==> src/gng_pkg.sv <==
// ----------------------------------------------------------------------------
// gng_pkg
// widths, constants, types and sequencer states of the gaussian generator
// ----------------------------------------------------------------------------
`default_nettype none

package gng_pkg;

	localparam int UNIFORM_WIDTH = 16;
	localparam int FRAC_BITS     = UNIFORM_WIDTH - 1;
	// squares and radius, r <= 2^(2F)
	localparam int SQ_WIDTH      = 2 * UNIFORM_WIDTH - 1;
	localparam int SHIFT_WIDTH   = $clog2(SQ_WIDTH);
	localparam int L_WIDTH       = 40;
	localparam int Q_WIDTH       = 33;
	localparam int ROOT_IN_WIDTH = L_WIDTH + 16;
	localparam int ROOT_WIDTH    = ROOT_IN_WIDTH / 2;
	localparam int STD_WIDTH     = 16;
	localparam int MEAN_WIDTH    = 16;
	localparam int SCALED_WIDTH  = ROOT_WIDTH + STD_WIDTH;
	localparam int OUT_WIDTH     = 24;

	localparam int LOG_STEPS  = 32;
	localparam int DIV_STEPS  = 32;
	localparam int ROOT_STEPS = ROOT_IN_WIDTH / 2;
	localparam int CNT_WIDTH  = 5;

	// 2*ln(2) in Q1.30
	localparam logic [30:0] TWO_LN2_Q30 = 31'd1488522236;

	localparam int CFG_INDEX_WIDTH = 4;
	localparam int CFG_DATA_WIDTH  = 16;
	localparam logic [CFG_INDEX_WIDTH-1:0] REG_STD_DEVIATION = 4'd0;
	localparam logic [CFG_INDEX_WIDTH-1:0] REG_MEAN_OFFSET   = 4'd1;
	localparam logic [STD_WIDTH-1:0]       STD_RESET         = 16'd4096;

	// power of two so the pointers wrap naturally
	localparam int FIFO_DEPTH     = 2;
	localparam int FIFO_PTR_WIDTH = $clog2(FIFO_DEPTH);
	localparam int FIFO_CNT_WIDTH = $clog2(FIFO_DEPTH + 1);

	typedef struct packed {
		logic                sign_x;
		logic                sign_y;
		logic [SQ_WIDTH-1:0] xsq;
		logic [SQ_WIDTH-1:0] ysq;
		logic [SQ_WIDTH-1:0] radius;
	} gng_pair_t;

	typedef enum logic [3:0] {
		ST_IDLE,
		ST_NORM,
		ST_LOG,
		ST_LSCALE,
		ST_DSTART,
		ST_DIV,
		ST_MUL,
		ST_ROOT,
		ST_SCALE,
		ST_EMIT
	} gng_state_t;

endpackage

`default_nettype wire

==> src/gng_ifs.sv <==
// ----------------------------------------------------------------------------
// gng channel interfaces
// uniform pair input, noise sample output and register write channel
// ----------------------------------------------------------------------------
`default_nettype none

interface gng_in_if;
	logic                                    valid;
	logic                                    ready;
	logic signed [gng_pkg::UNIFORM_WIDTH-1:0] uniform_x;
	logic signed [gng_pkg::UNIFORM_WIDTH-1:0] uniform_y;

	modport source (output valid, output uniform_x, output uniform_y, input ready);
	modport sink   (input valid, input uniform_x, input uniform_y, output ready);
endinterface


`default_nettype wire

==> src/gng_front.sv <==
// ----------------------------------------------------------------------------
// gng_front
// squares uniform pairs and drops those of zero radius or outside the unit disc
// ----------------------------------------------------------------------------
`default_nettype none

module gng_front (
	input  logic               clk,
	input  logic               arst_n,
	gng_in_if.sink             uniform,
	output logic               push_valid,
	input  logic               push_ready,
	output gng_pkg::gng_pair_t push_data
);

	logic [gng_pkg::UNIFORM_WIDTH-1:0]   ax, ay;
	logic [2*gng_pkg::UNIFORM_WIDTH-1:0] xsq_full, ysq_full;
	logic [gng_pkg::SQ_WIDTH:0]          radius_sum;
	logic                                reject, advance;

	logic                          valid_s1;
	logic                          sign_x_s1, sign_y_s1;
	logic [gng_pkg::SQ_WIDTH-1:0]  xsq_s1, ysq_s1;

	always_comb begin
		ax = uniform.uniform_x[gng_pkg::UNIFORM_WIDTH-1] ?
			gng_pkg::UNIFORM_WIDTH'(-uniform.uniform_x) : gng_pkg::UNIFORM_WIDTH'(uniform.uniform_x);
		ay = uniform.uniform_y[gng_pkg::UNIFORM_WIDTH-1] ?
			gng_pkg::UNIFORM_WIDTH'(-uniform.uniform_y) : gng_pkg::UNIFORM_WIDTH'(uniform.uniform_y);
		xsq_full = ax * ax;
		ysq_full = ay * ay;
	end

	// radius and disc test on the registered squares
	always_comb begin
		radius_sum = {1'b0, xsq_s1} + {1'b0, ysq_s1};
		reject     = (radius_sum == '0) ||
			(radius_sum > ((gng_pkg::SQ_WIDTH+1)'(1) << (2 * gng_pkg::FRAC_BITS)));
		push_valid = valid_s1 && !reject;
		advance    = !valid_s1 || reject || push_ready;
		push_data.sign_x = sign_x_s1;
		push_data.sign_y = sign_y_s1;
		push_data.xsq    = xsq_s1;
		push_data.ysq    = ysq_s1;
		push_data.radius = radius_sum[gng_pkg::SQ_WIDTH-1:0];
	end

	assign uniform.ready = advance;

	always_ff @(posedge clk or negedge arst_n) begin
		if (!arst_n) begin
			valid_s1 <= 1'b0;
		end else if (advance) begin
			valid_s1 <= uniform.valid;
		end
	end

	always_ff @(posedge clk) begin
		if (advance && uniform.valid) begin
			sign_x_s1 <= uniform.uniform_x[gng_pkg::UNIFORM_WIDTH-1];
			sign_y_s1 <= uniform.uniform_y[gng_pkg::UNIFORM_WIDTH-1];
			xsq_s1    <= xsq_full[gng_pkg::SQ_WIDTH-1:0];
			ysq_s1    <= ysq_full[gng_pkg::SQ_WIDTH-1:0];
		end
	end

endmodule

`default_nettype wire

==> src/flat_wrapper.sv <==
// flat-port wrapper written by rule: the top's interface ports become plain ports
module gng_front_flat 
  (clk, arst_n, push_valid, push_ready, push_data, uniform_valid, uniform_uniform_x, uniform_uniform_y, uniform_ready);
  gng_in_if uniform_i ();
  input  logic clk;
  input  logic arst_n;
  output logic push_valid;
  input  logic push_ready;
  output gng_pkg::gng_pair_t push_data;
  input wire logic [$bits(uniform_i.valid)-1:0] uniform_valid;
  input wire logic [$bits(uniform_i.uniform_x)-1:0] uniform_uniform_x;
  input wire logic [$bits(uniform_i.uniform_y)-1:0] uniform_uniform_y;
  output wire logic [$bits(uniform_i.ready)-1:0] uniform_ready;
  assign uniform_i.valid = uniform_valid;
  assign uniform_i.uniform_x = uniform_uniform_x;
  assign uniform_i.uniform_y = uniform_uniform_y;
  assign uniform_ready = uniform_i.ready;
  gng_front u_core (.clk(clk), .arst_n(arst_n), .uniform(uniform_i), .push_valid(push_valid), .push_ready(push_ready), .push_data(push_data));
endmodule
==> config.mk <==
export PLATFORM = sky130hd
export DESIGN_NAME = gng_front_flat
export DESIGN_NICKNAME = d
export VERILOG_FILES = /design/src/gng_pkg.sv /design/src/gng_ifs.sv /design/src/gng_front.sv /design/src/flat_wrapper.sv
export SDC_FILE = /design/constraint.sdc
export NUM_CORES = 1
export LEC_CHECK = 0
export BUFFER_PORTS_ARGS = -buffer_cell sky130_fd_sc_hd__buf_2
export CAP_MARGIN = 20
export CORE_ASPECT_RATIO = 1.75
export CORE_UTILIZATION = 45
export DETAILED_ROUTE_END_ITERATION = 10
export HOLD_SLACK_MARGIN = 0.1
export SYNTH_ARGS = -nofsm -noshare
export SYNTH_HDL_FRONTEND = slang
export SYNTH_SLANG_ARGS = --single-unit
==> constraint.sdc <==
create_clock -name clk -period 24.8 [get_ports clk]
set_input_delay 4.96 -clock clk [delete_from_list [all_inputs] [get_ports clk]]
set_output_delay 4.96 -clock clk [all_outputs]
set_load 0.05 [all_outputs]
==> results.md <==
- Pin count of the biggest net entering global routing: 63
- Min cycle time layout: roughly 13 ns
- Hold Violations, Final: 0
- Req. time, crit path: ~25 ns
- Async SR Flop Fraction: 0.0159
- Final period util: 0.538
- First-pass GRT wire length: 76900 um
- Reg2reg end: u_core.xsq_s1[0]$_DFFE_PP_
- Routability cong.: approximately 1
- Yosys warning count: 0
- Slew of the pin with the lowest slew margin: approximately 1.2 ns
- Crit path kind: primary input to flip-flop
- # clock sinks: 63
- Clock-pin slew on the worst setup and hold paths: around 0.050 ns
- TritonCTS clock tree: yes
- Register area share after synthesis: 0.105
- Setup TNS Final: 0 ns
- Hold depth: 4
- Detail Route Antenna Nets: 0
- Design area: ~0.020 mm2
- Achievable frequency: ~75 MHz
- # hold bufs at CTS: 0
- Max H-tree Level: 3
- Synth Register Bits: 63
- Post-synth EDFFs: 62
- CP peak stage delay: roughly 0.67 ns
- Final Hold Slack: 1.00 ns
- Total Routing Usage GR: 0.246
- R2r worst-path depth: 12
- Max Root-Sink Buffers: 2
- Clock Skews: 0.0126 ns
- Slowest CP cell: a2111oi_0
- Via count: around 14000
- Worst hold path startpoint: u_core.valid_s1$_DFFE_PN0N_
- Pre-Repair DR Iteration Count: 7
- Syn-to-layout area delta: 9.07%
- Placed insts: approximately 2600
- # diodes: 0
- Core area: between 0.03 and 0.04 mm2
- # Post-CTS Setup Buffers: 0
- PortBufs: 130
- Die W: around 150 um
- RSZ-0062 raised after global routing: no
- Setup crit end kind: flip-flop
- End of the worst hold path: u_core.valid_s1$_DFFE_PN0N_
- Number of global-route vias before repair: between 15000 and 20000
- Routed vias/inst: 5.24
- Post-Syn Instances: ~2000
- Critical path data arrival time: approximately 13 ns
- DRT Wirelength: approximately 47000 um
- Total CTS buffers: 9
- Final cell count without fillers: approximately 2600
- Initial DRC count: about 450
- Pins Over Slew Limit: 0
- # DRC: 0
- IO Pins: approximately 130
- Clk Latency, worst-skew pair: around 0.36 ns
- GRT overflow: 0
- Row Count: 96
- Max_slew headroom: 0.200
- HPWL Detailed: 42200 um
- Status: finished clean
- Share of layout cells above drive strength 1: 0.0864
- Top cell by count, worst path: inv_1
- Max cap viols: 0
- Reg-to-reg startpoint: u_core.ysq_s1[6]$_DFFE_PP_
- Final nets: between 2000 and 3000
- Starting Density: 0.457
- Wire length per cell: around 18 um
- Die area: a little over 0.04 mm2
- Placement Cell Area: 0.0193 mm2
- Worst setup SP type: primary input
- Mapped Area: 0.0179 mm2
- Max FO, Critical Path: 18
- Avg Inst Size Synth: between 9 and 10 um2
- CTS resizes: 0
- Count of cell types in the netlist: 67
- Antenna violations before repair: 0
- Clock Root Buffer: clkbuf_16
- Die height: between 200 and 300 um
- Setup Viol. Count Final: 0
- R2R setup slack: roughly 20 ns
- HP Class: flip-flop to flip-flop
- Synth Flop Type: edfxtp_1
[area by class of cell]
type / instances / area, um2
Fill cell: 3821 / 19700
Multi-Input combinational cell: 1391 / 14100
Sequential cell: 63 / 1890
Inverter: 495 / 1860
Timing Repair Buffer: 152 / 816
Tap cell: 490 / 613
Clock buffer: 12 / 236
Clock inverter: 4 / 22.5
[critical path: cells and delay by family]
family,cells,cell delay [ns]
fa+ha+maj,8,3.61
compound gates,5,1.70
simple gates,7,1.42
buf+inv,10,1.21
xor+xnor,2,0.53
[layout by cell type, fill, tap and decap left out, drive strengths merged, types with 12 or more instances in the layout]
cell type | Yosys | final
inv | 484 | 484
fa | 327 | 327
ha | 222 | 222
nand2 | 177 | 177
buf | 8 | 152
nor2 | 137 | 137
a21oi | 84 | 84
xnor2 | 77 | 77
edfxtp | 62 | 62
o21ai | 43 | 43
a21o | 40 | 40
xor2 | 39 | 39
conb | 2 | 24
nand3 | 20 | 20
nor3 | 20 | 20
or3 | 14 | 14
clkinv | 11 | 14
o21bai | 13 | 13
nand2b | 13 | 13
o21a | 12 | 12
clkbuf | 25 | 12
[cell usage after synthesis, drive strengths merged, types with 7 or more instances]
master | n | area share
or3 | 14 | 0.0049
nand3 | 20 | 0.0056
edfxtp | 62 | 0.10
xnor2 | 77 | 0.038
clkinv | 11 | 0.0023
buf | 8 | 0.0031
nor2 | 137 | 0.029
nor3 | 20 | 0.0056
or4 | 9 | 0.0038
or2 | 7 | 0.0024
a211oi | 10 | 0.0042
and2 | 8 | 0.0028
o21ai | 43 | 0.012
o21bai | 13 | 0.0054
ha | 222 | 0.15
o21a | 12 | 0.0050
inv | 484 | 0.10
o31ai | 10 | 0.0045
fa | 327 | 0.36
nand4 | 7 | 0.0024
clkbuf | 25 | 0.0052
nand2 | 177 | 0.037
nand2b | 13 | 0.0045
xor2 | 39 | 0.019
a21o | 40 | 0.017
a21oi | 84 | 0.024
[sequential cells by signal, summed over array words and instances, names as in the netlist]
name,flops
u_core.sign_x_s1,1
u_core.valid_s1,1
u_core.xsq_s1,30
u_core.sign_y_s1,1
u_core.ysq_s1,30
[metrics by stage]
step | worst slack, ns | utilization
5_1_grt | 11.03 | 0.498
4_1_cts | 11.48 | 0.498
6_report | 11.46 | 0.498
3_3_place_gp | 11.20 | 0.492
3_5_place_dp | 11.10 | 0.492
2_1_floorplan | 12.09 | -
[per-layer routing]
metal,global-route usage,wire (um)
met5,0,0
met4,0.171,3560
met3,0.0303,1780
met2,0.479,26400
met1,0.236,15800
[cell families (layout without fill, tap and decap cells)]
logic type | count (synthesis) | after routing | share of synthesized area
compound gates | 250 | 250 | 0.0904
other cells | 2 | 24 | 0.000419
buf+inv | 528 | 663 | 0.112
fa+ha+maj | 549 | 549 | 0.520
mux | 2 | 2 | 0.00112
flops | 63 | 63 | 0.105
simple gates | 450 | 450 | 0.115
xor+xnor | 116 | 116 | 0.0566
[worst max path at each step]
stage / start / endpoint / slack [ns] / cells after the start
2_1_floorplan: uniform_uniform_x[0] / u_core.xsq_s1[29]$_DFFE_PP_ / 12.09 / 30
3_3_place_gp: uniform_uniform_x[0] / u_core.xsq_s1[30]$_DFFE_PP_ / 11.20 / 29
3_5_place_dp: uniform_uniform_x[0] / u_core.xsq_s1[30]$_DFFE_PP_ / 11.10 / 29
4_1_cts: uniform_uniform_x[0] / u_core.xsq_s1[30]$_DFFE_PP_ / 11.48 / 29
5_1_grt: uniform_uniform_x[0] / u_core.xsq_s1[28]$_DFFE_PP_ / 11.03 / 32
6_report: uniform_uniform_x[0] / u_core.xsq_s1[28]$_DFFE_PP_ / 11.46 / 32
Power is not shown: default switching activity piles up to over one toggle a cycle in this logic, so the estimate is an artifact.
