<file path="src/gng_pkg.sv">
// ----------------------------------------------------------------------------
// gng_pkg
// widths, constants, types and sequencer states of the gaussian generator
// ----------------------------------------------------------------------------
`default_nettype none

package gng_pkg;

	localparam int UNIFORM_WIDTH = 16;
	localparam int FRAC_BITS     = UNIFORM_WIDTH - 1;
	// squares and radius, r <= 2^(2F)
	localparam int SQ_WIDTH      = 2 * UNIFORM_WIDTH - 1;
	localparam int SHIFT_WIDTH   = $clog2(SQ_WIDTH);
	localparam int L_WIDTH       = 40;
	localparam int Q_WIDTH       = 33;
	localparam int ROOT_IN_WIDTH = L_WIDTH + 16;
	localparam int ROOT_WIDTH    = ROOT_IN_WIDTH / 2;
	localparam int STD_WIDTH     = 16;
	localparam int MEAN_WIDTH    = 16;
	localparam int SCALED_WIDTH  = ROOT_WIDTH + STD_WIDTH;
	localparam int OUT_WIDTH     = 24;

	localparam int LOG_STEPS  = 32;
	localparam int DIV_STEPS  = 32;
	localparam int ROOT_STEPS = ROOT_IN_WIDTH / 2;
	localparam int CNT_WIDTH  = 5;

	// 2*ln(2) in Q1.30
	localparam logic [30:0] TWO_LN2_Q30 = 31'd1488522236;

	localparam int CFG_INDEX_WIDTH = 4;
	localparam int CFG_DATA_WIDTH  = 16;
	localparam logic [CFG_INDEX_WIDTH-1:0] REG_STD_DEVIATION = 4'd0;
	localparam logic [CFG_INDEX_WIDTH-1:0] REG_MEAN_OFFSET   = 4'd1;
	localparam logic [STD_WIDTH-1:0]       STD_RESET         = 16'd4096;

	// power of two so the pointers wrap naturally
	localparam int FIFO_DEPTH     = 2;
	localparam int FIFO_PTR_WIDTH = $clog2(FIFO_DEPTH);
	localparam int FIFO_CNT_WIDTH = $clog2(FIFO_DEPTH + 1);

	typedef struct packed {
		logic                sign_x;
		logic                sign_y;
		logic [SQ_WIDTH-1:0] xsq;
		logic [SQ_WIDTH-1:0] ysq;
		logic [SQ_WIDTH-1:0] radius;
	} gng_pair_t;

	typedef enum logic [3:0] {
		ST_IDLE,
		ST_NORM,
		ST_LOG,
		ST_LSCALE,
		ST_DSTART,
		ST_DIV,
		ST_MUL,
		ST_ROOT,
		ST_SCALE,
		ST_EMIT
	} gng_state_t;

endpackage

`default_nettype wire

</file>
<file path="src/gng_fifo.sv">
// ----------------------------------------------------------------------------
// gng_fifo
// short queue of accepted pairs between the front and the back
// ----------------------------------------------------------------------------
`default_nettype none

module gng_fifo (
	input  logic               clk,
	input  logic               arst_n,
	input  logic               push_valid,
	output logic               push_ready,
	input  gng_pkg::gng_pair_t push_data,
	output logic               pop_valid,
	input  logic               pop_ready,
	output gng_pkg::gng_pair_t pop_data
);

	gng_pkg::gng_pair_t                    entry_q [gng_pkg::FIFO_DEPTH];
	logic [gng_pkg::FIFO_PTR_WIDTH-1:0]    wr_ptr_q, rd_ptr_q;
	logic [gng_pkg::FIFO_CNT_WIDTH-1:0]    count_q;
	logic                                  do_push, do_pop;

	assign push_ready = (count_q != gng_pkg::FIFO_CNT_WIDTH'(gng_pkg::FIFO_DEPTH));
	assign pop_valid  = (count_q != '0);
	assign pop_data   = entry_q[rd_ptr_q];
	assign do_push    = push_valid && push_ready;
	assign do_pop     = pop_valid && pop_ready;

	always_ff @(posedge clk or negedge arst_n) begin
		if (!arst_n) begin
			wr_ptr_q <= '0;
			rd_ptr_q <= '0;
			count_q  <= '0;
		end else begin
			if (do_push) wr_ptr_q <= wr_ptr_q + 1'b1;
			if (do_pop) rd_ptr_q <= rd_ptr_q + 1'b1;
			if (do_push && !do_pop) count_q <= count_q + 1'b1;
			else if (do_pop && !do_push) count_q <= count_q - 1'b1;
		end
	end

	always_ff @(posedge clk) begin
		if (do_push) entry_q[wr_ptr_q] <= push_data;
	end

endmodule

`default_nettype wire

</file>
<file path="config.mk">
export PLATFORM = sky130hd
export DESIGN_NAME = gng_fifo
export DESIGN_NICKNAME = d
export VERILOG_FILES = /design/src/gng_pkg.sv /design/src/gng_fifo.sv
export SDC_FILE = /design/constraint.sdc
export NUM_CORES = 1
export LEC_CHECK = 0
export BUFFER_PORTS_ARGS = -buffer_cell sky130_fd_sc_hd__buf_4
export CAP_MARGIN = 15
export CORE_MARGIN = 2
export CORE_UTILIZATION = 30
export DETAILED_ROUTE_END_ITERATION = 10
export PLACE_DENSITY = 0.52
export SYNTH_ARGS = -nofsm -noshare
export SYNTH_HDL_FRONTEND = slang
export SYNTH_SLANG_ARGS = --single-unit
</file>
<file path="constraint.sdc">
create_clock -name clk -period 7.1 [get_ports clk]
set_input_delay 1.42 -clock clk [delete_from_list [all_inputs] [get_ports clk]]
set_output_delay 1.42 -clock clk [all_outputs]
set_load 0.1 [all_outputs]
</file>
==> impl_metrics.py, run 1 <==
metrics = {
    "outcome": {
        "status": "finished, final reports clean",
    },
    "hold_path": {
        "hold_path.class": "reg2reg",
        "hold_path_depth": 1,
    },
    "layout": {
        "final_area_um2": 9570,
        "layout-drive-gt1-share_pct": 61.0,
        "utilization_pct": 40.5,
        "diodes": 0,
        "syn_to_final_growth_pct": 31.9,
        "nets": 621,
        "fillers": 2178,
    },
    "route": {
        "drc": 0,
        "vias": 3578,
        "wl_per_cell_um": 16.3,
        "drtIter0Drc": 127,
        "via_per_inst": 4.19,
        "ant_nets": 0,
        "routed_wl_um": 13900,
        "firstDrtPassIters": 6,
    },
    "synthesis": {
        "synth.avg_cell_area_um2": 23.1,
        "synth_top_cell_by_area": "edfxtp_1",
        "synth_top_area_share_pct": 78.7,
        "async_reset_ff_share_pct": 2.06,
        "yosys_warnings": 0,
        "synth_common_cells": "edfxtp_1, mux2_2, mux2_4, buf_2",
        "synth-seq-cells": 194,
        "yosysSeqAreaShare_pct": 80.1,
        "synth.most_common_cell": "edfxtp_1",
        "synthTopCellsByArea": "edfxtp_1, mux2_2, mux2_4, dfrtp_1, buf_12",
        "synth_edf_count": 190,
        "syn-num-nets": 414,
        "ys.flop_type": "edfxtp_1",
        "syn_inst": 314,
        "synth_area_um2": 7250,
        "synth_cell_types": 17,
    },
    "sta": {
        "setup_viol": 0,
        "whs_ns": 0.507,
        "fmax_ghz": 0.237,
        "finalCritPeriodShare_pct": 59.4,
        "max-slew-margin-rel_pct": 29.7,
        "skew_ns": 0.00662,
        "final_max_slew_viol_count": 0,
        "finalCriticalPeriod_ns": 4.22,
        "rsz0062_at_grt": "false",
        "worst_slew_pin_slew_ns": 1.05,
        "setup_tns_ns": 0,
        "hold_viol": 0,
    },
    "cts": {
        "cts_setup_buffers": 0,
        "clk_pin_slew_ns": 0.07,
        "h-tree-depth": 4,
        "cts_buffer_depth": 2,
        "cts_resized": 0,
        "clock_tree.root_cell": "clkbuf_16",
        "clock-sinks": 194,
        "cts_hold_buf": 0,
        "cts_tree": "yes",
        "clock_latency_ns": 0.42,
        "cts_buffers": 17,
    },
    "floorplan": {
        "die_y_um": 159,
        "die_width_um": 159,
        "start_util_pct": 30.7,
        "num_rows": 56,
        "dieArea_um2": 25400,
        "ioPinCount": 196,
        "coreArea_um2": 23600,
    },
    "setup_path": {
        "worst_setup_path_end_kind": "output pin",
        "cp_max_fo": 68,
        "cp.arrival_ns": 2.80,
        "critPathLaunchType": "flip-flop",
        "cp.required_ns": 5.68,
        "path_class": "reg2out",
        "reg2reg_depth": 3,
    },
    "grt": {
        "grt_first_pass_wirelength_um": 21700,
        "grt_max_degree": 69,
        "antenna_found_initial": 0,
        "track_usage_pct": 11.1,
        "grt_pass1_vias": 3973,
        "grt_overflow_total": 0,
    },
    "place": {
        "place_area_um2": 9030,
        "dpl.hpwl_um": 9250,
        "portBuffers": 195,
        "place.gp.congestion": 0.716,
    },
    "flow_run": {
        "drv_cap": 0,
    },
}
[cells in the final DEF (no fill, tap or decap), types with 2 or more instances in the layout]
cell type / synthesis / layout
mux2_2: 55 / 55
clkbuf_16: 0 / 17
edfxtp_1: 190 / 190
mux2_4: 40 / 40
inv_6: 0 / 3
clkbuf_1: 0 / 3
xnor2_1: 3 / 3
clkinvlp_4: 0 / 3
dfrtp_1: 4 / 3
nand2_1: 2 / 2
xor2_1: 2 / 2
inv_8: 0 / 3
buf_4: 0 / 199
[layout make-up]
type / count / area [µm²] / area share (%)
flip-flops and latches: 194 / 5810 / 60.7
repair buffers: 199 / 1490 / 15.6
well taps: 319 / 399 / 4.17
clock buffers: 20 / 437 / 4.57
clock inverters: 12 / 100 / 1.05
inverters: 1 / 3.75 / 0.0392
multi-input cells: 108 / 1320 / 13.8
[worst paths after layout]
kind / end / slack [ns] / from
hold / removal: count_q[1] / 0.51 / count_q[1]
setup reg to reg: entry_q[1][60] / 4.78 / count_q[0]
max in group asynchronous: rd_ptr_q / 6.20 / arst_n
min in group asynchronous: count_q[0] / 0.79 / arst_n
setup / recovery: pop_data[75] / 2.88 / rd_ptr_q
hold reg to reg: count_q[1] / 0.51 / count_q[1]
[worst max-delay path, stage by stage (launching register included)]
cell and delay (ns):
dfrtp_4 1.14, buf_4 0.58, mux2_2 0.40, buf_4 0.24
[routing by layer]
metal	global-route usage [%]	share of wire (%)	up-vias	routed length [µm]
met1	13.1	42	1791	5870
met3	4.38	7.4	11	1030
met2	18.4	49	128	6840
met4	4.09	1.1	0	147
met5	0	0	-	0
li1	-	-	1648	-
[flip-flops by register name, summed over array words and instances, names as in the netlist]
register  count
entry_q     190
count_q       2
wr_ptr_q      1
rd_ptr_q      1
[logic make-up (layout without fill, tap and decap cells)]
group	count (synthesis)	after routing	share of synthesized area [%]
simple gates	7	7	0.466
flops	194	194	80.1
mux	95	95	16.8
buf+inv	12	232	1.86
fa+ha+maj	1	1	0.173
xor+xnor	5	5	0.604
[per-stage QoR]
stage / setup slack [ns] / cells
after floorplan: 1.03 / 314
after global placement: 3.29 / 821
after detailed placement: 3.26 / 821
after CTS: 2.80 / 853
after global routing: 2.66 / 853
final: 2.88 / 853
Power of run 1 is left out: the tool's default activity adds up to more than one toggle a clock period on the data nets, which glitch-free logic cannot reach.
==> run 2: changes to the inputs <==
==> constraint.sdc (replaced) <==
create_clock -name clk -period 3.9 [get_ports clk]
set_input_delay 0.78 -clock clk [delete_from_list [all_inputs] [get_ports clk]]
set_output_delay 0.78 -clock clk [all_outputs]
set_load 0.1 [all_outputs]
==> run 2 against run 1 <==
  * Non-clock buffer count up 4
  * Clock-buffer cell count down 2
  * Sequential share of layout area down 0.79 points
  * Flip-flop and latch count unchanged
  * Register-to-register slack worse by 2.8 ns
  * Setup slack worse by 1.9 ns
  * First-iteration DRC count up 42%
  * Critical path type unchanged
  * Highest routed layer unchanged
==> impl_metrics.py, run 2 (synthesis gave the netlist of run 1 again) <==
metrics = {
    "place": {
        "place.gp.congestion": 0.723,
        "dpl.hpwl_um": 9610,
        "portBuffers": 195,
    },
    "cts": {
        "cts_setup_buffers": 0,
        "cts_resized": 0,
        "clock_latency_ns": 0.42,
        "clock-sinks": 194,
        "cts_buffers": 17,
        "clk_pin_slew_ns": 0.07,
        "clock_tree.root_cell": "clkbuf_16",
        "cts_tree": "yes",
        "h-tree-depth": 4,
        "cts_hold_buf": 0,
        "cts_buffer_depth": 2,
    },
    "setup_path": {
        "cp_max_fo": 47,
        "cp.arrival_ns": 2.13,
        "timing.rr.start": "count_q[0]",
        "worst_setup_path_end_kind": "output pin",
        "path_class": "reg2out",
        "reg2reg_slack_ns": 1.95,
        "timing.rr.end": "entry_q[1][53]",
        "reg2reg_depth": 3,
        "cp.required_ns": 3.12,
        "critPathLaunchType": "flip-flop",
    },
    "layout": {
        "nets": 625,
        "syn_to_final_growth_pct": 33.7,
        "largest_register_ffs": 190,
        "fillers": 2155,
        "final_cell_mix": "buf_4, edfxtp_1, mux2_2",
        "top_register": "entry_q",
        "final_common_cell": "buf_4",
        "layout-drive-gt1-share_pct": 61.4,
        "diodes": 0,
        "utilization_pct": 41.0,
        "reg_top3": "entry_q (190), count_q (2)",
    },
    "grt": {
        "grt_first_pass_wirelength_um": 21300,
        "grt_pass1_vias": 3827,
        "track_usage_pct": 11.0,
        "grt_max_degree": 48,
        "grt_overflow_total": 0,
        "antenna_found_initial": 0,
    },
    "sta": {
        "finalCritPeriodShare_pct": 74.7,
        "finalCriticalPeriod_ns": 2.91,
        "final_max_slew_viol_count": 0,
        "fmax_ghz": 0.343,
        "worst_slew_pin_slew_ns": 0.683,
        "setup_tns_ns": 0,
        "setup_viol": 0,
        "hold_viol": 0,
        "max-slew-margin-rel_pct": 54.5,
        "skew_ns": 0.00791,
        "rsz0062_at_grt": "false",
    },
    "route": {
        "drc": 0,
        "ant_nets": 0,
        "firstDrtPassIters": 4,
        "drtIter0Drc": 180,
        "wl_per_cell_um": 16.6,
        "via_per_inst": 4.12,
        "vias": 3524,
        "routed_wl_um": 14200,
    },
    "floorplan": {
        "start_util_pct": 30.7,
        "die_y_um": 159,
        "coreArea_um2": 23600,
        "num_rows": 56,
        "die_width_um": 159,
        "ioPinCount": 196,
        "dieArea_um2": 25400,
    },
    "hold_path": {
        "hold_path.class": "in2async",
    },
    "flow_run": {
        "drv_cap": 0,
    },
    "outcome": {
        "status": "finished, final reports clean",
    },
}
[run 2: cell count changes in the layout (fill, tap and decap cells not counted)]
cell        before  now
clkinv_1         1    2
clkinvlp_4       3    0
buf_12           0    2
clkbuf_1         3    1
inv_8            3    1
bufinv_16        0    4
buf_4          199  201
[run 2: metrics by stage]
step	hold WS [ns]	std cells	setup slack (ns)	area, µm²
floorplan	0.456	314	0.529	7260
global placement	0.473	825	1.42	9080
detailed placement	0.490	825	1.38	9080
CTS	0.126	855	0.923	9690
global route	0.120	855	0.876	9690
finish	0.150	855	0.987	9690
[run 2: worst max-delay path by stage]
| stage | from | endpoint | slack [ns] | cells after the start |
|---|---|---|---|---|
| 2_1_floorplan | count_q[0] | entry_q[0][0] | 0.53 | 3 |
| 3_5_place_dp | rd_ptr_q | pop_data[81] | 1.38 | 3 |
| 6_report | rd_ptr_q | pop_data[81] | 0.99 | 3 |
| 3_3_place_gp | rd_ptr_q | pop_data[81] | 1.42 | 3 |
| 4_1_cts | rd_ptr_q | pop_data[81] | 0.92 | 3 |
| 5_1_grt | rd_ptr_q | pop_data[81] | 0.88 | 3 |
[run 2: layout make-up]
cell class                      instances  area [µm²]  share of cell area (%)
Clock buffer                           18         429                    4.43
Clock inverter                         12         179                    1.85
Inverter                                1        3.75                  0.0387
Multi-Input combinational cell        108        1320                    13.6
Sequential cell                       194        5810                    59.9
Tap cell                              319         399                    4.12
Timing Repair Buffer                  203        1550                    16.0
[run 2: routing by layer]
metal  share of wire (%)  track usage [%]  wire length [µm]
met4                0.93             3.72               132
met5                   0                0                 0
met2                  49             18.2              7000
met1                  43             13.2              6070
met3                 7.0             4.30               998
[run 2: critical path, stage by stage, from the launching register on]
cell and delay (ns):
dfrtp_4 0.69, buf_12 0.34, mux2_2 0.39, buf_4 0.24
Power of run 2 is left out for the same reason.
